**src/design/md5_pkg.sv**
```systemverilog
package md5_pkg;

  localparam int WordW = 32;
  localparam logic [31:0] InitA = 32'h67452301;
  localparam logic [31:0] InitB = 32'hefcdab89;
  localparam logic [31:0] InitC = 32'h98badcfe;
  localparam logic [31:0] InitD = 32'h10325476;
  localparam logic [7:0] PadMark = 8'h80;
  localparam int QueueDepth = 4;

  // queued item from front to back
  typedef struct packed {
    logic [31:0] data_word;
    logic [2:0]  byte_count;
    logic        final_word;
  } md5_item_t;

  function automatic logic [31:0] sine_k(input logic [5:0] r);
    logic [31:0] k;
    begin
      case (r)
        6'd0: k = 32'hd76aa478; 6'd1: k = 32'he8c7b756; 6'd2: k = 32'h242070db;
        6'd3: k = 32'hc1bdceee; 6'd4: k = 32'hf57c0faf; 6'd5: k = 32'h4787c62a;
        6'd6: k = 32'ha8304613; 6'd7: k = 32'hfd469501; 6'd8: k = 32'h698098d8;
        6'd9: k = 32'h8b44f7af; 6'd10: k = 32'hffff5bb1; 6'd11: k = 32'h895cd7be;
        6'd12: k = 32'h6b901122; 6'd13: k = 32'hfd987193; 6'd14: k = 32'ha679438e;
        6'd15: k = 32'h49b40821; 6'd16: k = 32'hf61e2562; 6'd17: k = 32'hc040b340;
        6'd18: k = 32'h265e5a51; 6'd19: k = 32'he9b6c7aa; 6'd20: k = 32'hd62f105d;
        6'd21: k = 32'h02441453; 6'd22: k = 32'hd8a1e681; 6'd23: k = 32'he7d3fbc8;
        6'd24: k = 32'h21e1cde6; 6'd25: k = 32'hc33707d6; 6'd26: k = 32'hf4d50d87;
        6'd27: k = 32'h455a14ed; 6'd28: k = 32'ha9e3e905; 6'd29: k = 32'hfcefa3f8;
        6'd30: k = 32'h676f02d9; 6'd31: k = 32'h8d2a4c8a; 6'd32: k = 32'hfffa3942;
        6'd33: k = 32'h8771f681; 6'd34: k = 32'h6d9d6122; 6'd35: k = 32'hfde5380c;
        6'd36: k = 32'ha4beea44; 6'd37: k = 32'h4bdecfa9; 6'd38: k = 32'hf6bb4b60;
        6'd39: k = 32'hbebfbc70; 6'd40: k = 32'h289b7ec6; 6'd41: k = 32'heaa127fa;
        6'd42: k = 32'hd4ef3085; 6'd43: k = 32'h04881d05; 6'd44: k = 32'hd9d4d039;
        6'd45: k = 32'he6db99e5; 6'd46: k = 32'h1fa27cf8; 6'd47: k = 32'hc4ac5665;
        6'd48: k = 32'hf4292244; 6'd49: k = 32'h432aff97; 6'd50: k = 32'hab9423a7;
        6'd51: k = 32'hfc93a039; 6'd52: k = 32'h655b59c3; 6'd53: k = 32'h8f0ccc92;
        6'd54: k = 32'hffeff47d; 6'd55: k = 32'h85845dd1; 6'd56: k = 32'h6fa87e4f;
        6'd57: k = 32'hfe2ce6e0; 6'd58: k = 32'ha3014314; 6'd59: k = 32'h4e0811a1;
        6'd60: k = 32'hf7537e82; 6'd61: k = 32'hbd3af235; 6'd62: k = 32'h2ad7d2bb;
        default: k = 32'heb86d391;
      endcase
      return k;
    end
  endfunction

  function automatic logic [4:0] rot_amt(input logic [5:0] r);
    logic [4:0] s;
    begin
      case ({r[5:4], r[1:0]})
        4'h0: s = 5'd7;  4'h1: s = 5'd12; 4'h2: s = 5'd17; 4'h3: s = 5'd22;
        4'h4: s = 5'd5;  4'h5: s = 5'd9;  4'h6: s = 5'd14; 4'h7: s = 5'd20;
        4'h8: s = 5'd4;  4'h9: s = 5'd11; 4'ha: s = 5'd16; 4'hb: s = 5'd23;
        4'hc: s = 5'd6;  4'hd: s = 5'd10; 4'he: s = 5'd15;
        default: s = 5'd21;
      endcase
      return s;
    end
  endfunction

endpackage

```
**src/design/md5_queue.sv**
```systemverilog
module md5_queue #(
  parameter int Depth = md5_pkg::QueueDepth
) (
  input  logic              clk,
  input  logic              rst_n,
  input  logic              wr_valid,
  output logic              wr_ready,
  input  md5_pkg::md5_item_t wr_item,
  output logic              rd_valid,
  input  logic              rd_ready,
  output md5_pkg::md5_item_t rd_item
);
  localparam int AW = (Depth > 1) ? $clog2(Depth) : 1;

  md5_pkg::md5_item_t mem [Depth];
  logic [AW-1:0] wp_r, rp_r;
  logic [AW:0]   cnt_r;
  logic          wr_en, rd_en;

  assign wr_ready = (cnt_r != (AW+1)'(Depth));
  assign rd_valid = (cnt_r != '0);
  assign wr_en = wr_valid && wr_ready;
  assign rd_en = rd_valid && rd_ready;
  assign rd_item = mem[rp_r];

  always_ff @(posedge clk) begin
    if (wr_en) begin
      mem[wp_r] <= wr_item;
    end
    if (!rst_n) begin
      wp_r <= '0;
      rp_r <= '0;
      cnt_r <= '0;
    end else begin
      if (wr_en) wp_r <= (wp_r == AW'(Depth - 1)) ? '0 : wp_r + 1'b1;
      if (rd_en) rp_r <= (rp_r == AW'(Depth - 1)) ? '0 : rp_r + 1'b1;
      cnt_r <= cnt_r + (AW+1)'(wr_en) - (AW+1)'(rd_en);
    end
  end
endmodule

```
**src/design/md5_front.sv**
```systemverilog
module md5_front (
  input  logic              in_valid,
  output logic              in_ready,
  input  logic [31:0]       in_data,
  input  logic [2:0]        in_count,
  input  logic              in_last,
  output logic              q_valid,
  input  logic              q_ready,
  output md5_pkg::md5_item_t q_item
);
  // saturate byte count to four
  always_comb begin
    q_item.data_word  = in_data;
    q_item.byte_count = (in_count > 3'd4) ? 3'd4 : in_count;
    q_item.final_word = in_last;
  end
  assign q_valid  = in_valid;
  assign in_ready = q_ready;
endmodule

```
**src/design/md5_back.sv**
```systemverilog
module md5_back (
  input  logic              clk,
  input  logic              rst_n,
  input  logic              q_valid,
  output logic              q_ready,
  input  md5_pkg::md5_item_t q_item,
  output logic              out_valid,
  input  logic              out_ready,
  output logic [31:0]       out_word,
  output logic [1:0]        out_index,
  output logic              out_last
);
  typedef enum logic [2:0] {S_TAKE, S_PUSH, S_PAD, S_LEN, S_COMP, S_EMIT} state_t;

  state_t       state_r;
  state_t       ret_r;        // where to resume after a compression
  logic [31:0]  blk_r [16];   // block buffer, byte 4*i+j in word i bits 8*j+7:8*j
  logic [5:0]   fill_r;
  logic [63:0]  bits_r, len_r;
  logic [31:0]  chain_r [4];
  logic [31:0]  a_r, b_r, c_r, d_r;
  logic [5:0]   rnd_r;
  logic [31:0]  word_r;
  logic [2:0]   left_r;
  logic         fin_r, pad_done_r;
  logic [2:0]   lenb_r;
  logic [1:0]   emit_r;

  // round datapath
  logic [31:0] f, mw, sum, rot;
  logic [3:0]  g;
  logic [4:0]  sh;
  always_comb begin
    case (rnd_r[5:4])
      2'd0: begin f = (b_r & c_r) | (~b_r & d_r); g = rnd_r[3:0]; end
      2'd1: begin f = (b_r & d_r) | (c_r & ~d_r); g = 4'(5 * rnd_r + 1); end
      2'd2: begin f = b_r ^ c_r ^ d_r;            g = 4'(3 * rnd_r + 5); end
      default: begin f = c_r ^ (b_r | ~d_r);      g = 4'(7 * rnd_r); end
    endcase
    mw  = blk_r[g];
    sum = a_r + f + mw + md5_pkg::sine_k(rnd_r);
    sh  = md5_pkg::rot_amt(rnd_r);
    rot = (sum << sh) | (sum >> (6'd32 - {1'b0, sh}));
  end

  assign q_ready   = (state_r == S_TAKE);
  assign out_valid = (state_r == S_EMIT);
  assign out_word  = chain_r[emit_r];
  assign out_index = emit_r;
  assign out_last  = (emit_r == 2'd3);

  logic [7:0] pbyte;
  logic       pwr;
  always_comb begin
    pwr = 1'b0;
    pbyte = word_r[7:0];
    case (state_r)
      S_PUSH: begin pwr = (left_r != 3'd0); pbyte = word_r[7:0]; end
      S_PAD:  begin pwr = 1'b1; pbyte = pad_done_r ? 8'h00 : md5_pkg::PadMark; end
      S_LEN:  begin pwr = 1'b1; pbyte = len_r[7:0]; end
      default: ;
    endcase
  end

  always_ff @(posedge clk) begin
    if (pwr) blk_r[fill_r[5:2]][{fill_r[1:0], 3'b000} +: 8] <= pbyte;
    if (!rst_n) begin
      state_r <= S_TAKE; ret_r <= S_TAKE;
      fill_r <= '0; bits_r <= '0;
      chain_r[0] <= md5_pkg::InitA; chain_r[1] <= md5_pkg::InitB;
      chain_r[2] <= md5_pkg::InitC; chain_r[3] <= md5_pkg::InitD;
      a_r <= '0; b_r <= '0; c_r <= '0; d_r <= '0;
      rnd_r <= '0; emit_r <= '0;
      pad_done_r <= 1'b0; lenb_r <= '0; left_r <= '0; fin_r <= 1'b0;
    end else begin
      case (state_r)
        S_TAKE: if (q_valid) begin
          word_r <= q_item.data_word;
          left_r <= q_item.byte_count;
          fin_r  <= q_item.final_word;
          state_r <= S_PUSH;
        end
        S_PUSH: begin
          if (left_r != 3'd0) begin
            word_r <= word_r >> 8;
            left_r <= left_r - 1'b1;
            bits_r <= bits_r + 64'd8;
            fill_r <= fill_r + 1'b1;
            if (fill_r == 6'd63) begin
              state_r <= S_COMP; ret_r <= S_PUSH; rnd_r <= '0;
              a_r <= chain_r[0]; b_r <= chain_r[1]; c_r <= chain_r[2]; d_r <= chain_r[3];
            end
          end else if (fin_r) begin
            state_r <= S_PAD; pad_done_r <= 1'b0; len_r <= bits_r;
          end else begin
            state_r <= S_TAKE;
          end
        end
        S_PAD: begin
          pad_done_r <= 1'b1;
          fill_r <= fill_r + 1'b1;
          if (fill_r == 6'd63) begin
            // no room for the length, zeros continue in a second block
            state_r <= S_COMP; ret_r <= S_PAD; rnd_r <= '0;
            a_r <= chain_r[0]; b_r <= chain_r[1]; c_r <= chain_r[2]; d_r <= chain_r[3];
          end else if (fill_r == 6'd55) begin
            state_r <= S_LEN; lenb_r <= '0;
          end
        end
        S_LEN: begin
          len_r <= len_r >> 8;
          lenb_r <= lenb_r + 1'b1;
          fill_r <= fill_r + 1'b1;
          if (lenb_r == 3'd7) begin
            state_r <= S_COMP; ret_r <= S_EMIT; rnd_r <= '0;
            a_r <= chain_r[0]; b_r <= chain_r[1]; c_r <= chain_r[2]; d_r <= chain_r[3];
          end
        end
        S_COMP: begin
          a_r <= d_r; d_r <= c_r; c_r <= b_r; b_r <= b_r + rot;
          rnd_r <= rnd_r + 1'b1;
          if (rnd_r == 6'd63) begin
            chain_r[0] <= chain_r[0] + d_r;
            chain_r[1] <= (chain_r[1] + b_r) + rot;
            chain_r[2] <= chain_r[2] + b_r;
            chain_r[3] <= chain_r[3] + c_r;
            state_r <= ret_r;
            emit_r <= '0;
          end
        end
        S_EMIT: if (out_ready) begin
          emit_r <= emit_r + 1'b1;
          if (emit_r == 2'd3) begin
            state_r <= S_TAKE;
            chain_r[0] <= md5_pkg::InitA; chain_r[1] <= md5_pkg::InitB;
            chain_r[2] <= md5_pkg::InitC; chain_r[3] <= md5_pkg::InitD;
            fill_r <= '0; bits_r <= '0;
          end
        end
        default: state_r <= S_TAKE;
      endcase
    end
  end
endmodule

```
**src/design/md5_hash_engine.sv**
```systemverilog
// md5_hash_engine: streaming md5 digest over little-endian 32-bit words
// each word passes through the queue; the back end then takes it, writes its bytes into the block
// buffer and takes no new word until they are written; a completed 64-byte block is compressed
// over 64 rounds before the next byte; final word: 9 to 72 padding and length bytes, one or two
// compressions, then 4 digest items; reset: synchronous active-low rst_n restores init chain,
// clears counts
module md5_hash_engine #(
  parameter int QueueDepth = md5_pkg::QueueDepth
) (
  input  logic        clk,
  input  logic        rst_n,
  input  logic        in_tvalid,
  output logic        in_tready,
  input  logic [39:0] in_tdata,   // data_word[31:0], byte_count[34:32], zero fill
  input  logic        in_tlast,   // final_word
  output logic        out_tvalid,
  input  logic        out_tready,
  output logic [39:0] out_tdata,  // digest_word[31:0], word_index[33:32], zero fill
  output logic        out_tlast   // digest_last
);
  md5_pkg::md5_item_t fq_item, qb_item;
  logic fq_valid, fq_ready, qb_valid, qb_ready;
  logic [31:0] dw;
  logic [1:0]  wi;

  // front: normalizes words, saturating the byte count
  md5_front u_front (
    .in_valid(in_tvalid), .in_ready(in_tready),
    .in_data(in_tdata[31:0]), .in_count(in_tdata[34:32]), .in_last(in_tlast),
    .q_valid(fq_valid), .q_ready(fq_ready), .q_item(fq_item)
  );

  // short queue decouples input from the round engine
  md5_queue #(.Depth(QueueDepth)) u_queue (
    .clk, .rst_n, .wr_valid(fq_valid), .wr_ready(fq_ready), .wr_item(fq_item),
    .rd_valid(qb_valid), .rd_ready(qb_ready), .rd_item(qb_item)
  );

  // back: byte packing, padding, 64-round compression, digest output
  md5_back u_back (
    .clk, .rst_n, .q_valid(qb_valid), .q_ready(qb_ready), .q_item(qb_item),
    .out_valid(out_tvalid), .out_ready(out_tready),
    .out_word(dw), .out_index(wi), .out_last(out_tlast)
  );

  assign out_tdata = {6'd0, wi, dw};
endmodule

```
**config.mk**
```make
export PLATFORM = sky130hd
export DESIGN_NAME = md5_hash_engine
export DESIGN_NICKNAME = d
export VERILOG_FILES = /design/src/design/md5_pkg.sv /design/src/design/md5_queue.sv /design/src/design/md5_front.sv /design/src/design/md5_back.sv /design/src/design/md5_hash_engine.sv
export SDC_FILE = /design/constraint.sdc
export NUM_CORES = 2
export LEC_CHECK = 0
export BUFFER_PORTS_ARGS = -buffer_cell sky130_fd_sc_hd__buf_2
export CAP_MARGIN = 15
export CORE_MARGIN = 2
export CORE_UTILIZATION = 60
export CTS_CLUSTER_DIAMETER = 40
export DETAILED_ROUTE_END_ITERATION = 16
export GPL_TIMING_DRIVEN = 1
export PLACE_DENSITY = 0.84
export SYNTH_ARGS = -nofsm -noshare
export SYNTH_HDL_FRONTEND = slang
export SYNTH_SLANG_ARGS = --single-unit
```
**constraint.sdc**
```tcl
create_clock -name clk -period 32.4 [get_ports clk]
set_clock_uncertainty 0.15 [all_clocks]
set_input_delay 6.48 -clock clk [delete_from_list [all_inputs] [get_ports clk]]
set_output_delay 6.48 -clock clk [all_outputs]
set_load 0.005 [all_outputs]
```
==> run metrics <==
fin cells=7740; post-CTS sizing=0; gr ovfl total=0; Worst path max stage delay=0.76 ns; slew margin rel.=11.81%; Final Cell Area=71890 sq um; Starting Density=60.36%; Synth-to-Final Area Change=9.720%; Critical Path AT=15.32 ns; Post-Route WL=201.2 mm; CTS Hold Bufs=0; min Tclk post-route=14.84 ns; most common cell after layout, fill and taps aside=nand2_1; outcome=finished, final reports clean; quantity of I/O buffers inserted on ports=76; vias in the first global route=50.49k; DIE AREA=111900 sq um; synth top area cells=edfxtp_1, dfxtp_1, mux4_2; ys flop type=edfxtp_1; DR iter-0 viols=7454; placed cells=7456; Yosys warnings=0; CTS sink count=1145; Crit. End Element=flip-flop; final setup fails=0; Fin Hold WS=0.3313 ns; post-synthesis mux area share=9.084%; DP HPWL=129.4 mm; Post-CTS Setup Bufs=0; PD cells=103.6 nW/um^2; post-synth top area cell=edfxtp_1; Mean Syn Cell Area=10.43 sq um; CTS tree=yes; first-pass GRT wire length=303.5 mm; CP Launch Type=flip-flop; Worst-path clk slew=0.06 ns; Placer Congestion=0.9979; Seq/Total Area, Yosys=47.45%; register bit count reported by yosys=1145; proportion of synthesized flip-flops having asynchronous set or reset=0%; I/O pins=88; compound-gate portion of the synthesized area=14.77%; via count=52.62k; Routed met1 length=72.75 mm; clock latency on the worst-skew pair=0.80 ns; vias per cell=6.798; routed length on met2=91.39 mm; kind of critical path=reg2reg; CP dominant cell by count=o21ai_0; DRT Pass-1 Iters=8; CP max-delay cell=buf_4; LEAKAGE=0.02666 uW; cell area after synthesis=65520 sq um; CTS Buf Count=146; Synth Area in Adders=7.627%; post-synthesis xor/xnor area fraction=3.506%; worst-case clock buffer depth=3; worst min path class=reg2reg; Max-cap violations=0; clock root buffer=clkbuf_16; initial antenna violation count=13; utilization after layout=66.23%; maximum clock frequency=0.06739 GHz; Die W=334.5 um; TNS Setup=0 ns; DIE HEIGHT=334.5 um; post-synth cell types=107; combinational family with the most area after synthesis=compound AO/OA/AOI/OAI gates; met3 wire len=22.39 mm; worst-path maximum fanout=61; routed len/inst=25.99 um; ratio of cells with drive above 1 in the final layout=11.31%; commonest cells after routing, fill and taps aside=nand2_1, edfxtp_1, nor2_1; Slew Limit Fails=0; Rows=121; core footprint=108600 sq um; Worst-Margin Slew=1.323 ns; drt drc=0; dpl cell area=66770 sq um; EDFF count, synth=816; final hold vios=0; Layout Nets=6574; worst endpoint required time=32.88 ns; RSZ-0062 raised after global routing=no; largest net degree at the start of global routing=102; part of the cycle the worst path needs=45.80%; IR drop worst, VDD=127.1 uV; H-tree Lvls=4; simple-gate area share of the yosys netlist=13.06%; top sig layer=met5; post-synth top area share=37.40%; fill cell count=7627; Antenna Nets Post-Route=0; Total GRT Usage=35.50%; Syn Inst Count=6283
## through the flow
stage	setup slack [ns]	total power [uW]
6_report	17.56	7448
5_1_grt	16.94	7871
4_1_cts	17.92	7332
3_5_place_dp	18.14	5614
3_3_place_gp	18.29	5491
2_1_floorplan	21.25	4684
## Yosys cell counts, types with 29 or more instances
cell type and instances:
nor3_1 57, mux2i_1 109, dfxtp_1 329, buf_1 60
a31oi_1 104, clkbuf_1 304, nor2_1 676, o21ai_0 275
nor2b_1 65, a211oi_1 96, a21oi_1 391, mux4_2 202
and3_1 52, or3_1 29, nand3_1 102, a21o_1 97
o211ai_1 54, a311oi_1 136, edfxtp_1 816, o21a_1 40
nand4_1 35, xnor2_1 114, nand2_1 856, xor2_1 136
fa_1 101, inv_1 340, and2_1 40, ha_1 229
## critical path, delay by kind of cell (launching register included)
family	cells	cell delay, ns
flops	1	0.61
xor+xnor	2	0.74
buf+inv	7	1.56
compound gates	25	6.62
fa+ha+maj	8	3.52
simple gates	5	1.42
## worst paths after layout
kind / from / cells past startpoint / slack, ns / endpoint
worst max-delay path: u_back.rnd_r[0] / 47 / 17.56 / u_back.chain_r[1][31]
worst min-delay path: u_back.a_r[9] / 2 / 0.33 / u_back.a_r[9]
worst min register to register: u_back.a_r[9] / 2 / 0.33 / u_back.a_r[9]
worst max register to register: u_back.rnd_r[0] / 47 / 17.56 / u_back.chain_r[1][31]
## area by class of cell
| class | instances | area [sq um] | area share (%) |
|---|---|---|---|
| multi-input combinational | 4399 | 31630 | 44.00 |
| sequential | 1145 | 31100 | 43.26 |
| clock buffer | 179 | 3985 | 5.543 |
| tap | 1414 | 1769 | 2.461 |
| inverter | 348 | 1309 | 1.820 |
| timing repair buffer | 159 | 1051 | 1.462 |
| clock inverter | 92 | 1035 | 1.439 |
| antenna | 4 | 10.01 | 0.01392 |
## where the power goes
group / switching [uW] / internal, uW
registers: 126 / 1740
logic: 2420 / 1500
clock network: 677 / 988
## kinds of logic after synthesis
family | Yosys count
simple gates | 1998
compound gates | 1463
flops | 1145
buf+inv | 744
fa+ha+maj | 341
other cells | 1
xor+xnor | 255
mux | 336
## routing by layer
layer	track usage, %	vias up
li1	-	22810
met1	44.59	25400
met2	54.89	3567
met3	9.327	821
met4	22.44	18
met5	0	-
## flip-flops by register name, indices dropped and copies added (netlist names), named ones only
name,cells
u_back.blk_r,512
u_back.ret_r,3
u_back.a_r,32
u_back.b_r,32
u_back.word_r,32
u_back.fin_r,1
u_queue.mem,144
u_queue.wp_r,2
u_back.rnd_r,6
u_back.pad_done_r,1
u_back.left_r,3
u_back.len_r,64
u_back.sh,5
u_back.d_r,32
u_back.state_r,3
u_back.fill_r,6
u_back.chain_r,128
u_back.c_r,32
u_queue.rp_r,2
u_back.out_index,2
u_queue.cnt_r,3
u_back.bits_r,61
u_back.lenb_r,3
No activity file was read; power rests on OpenSTA's default activity.
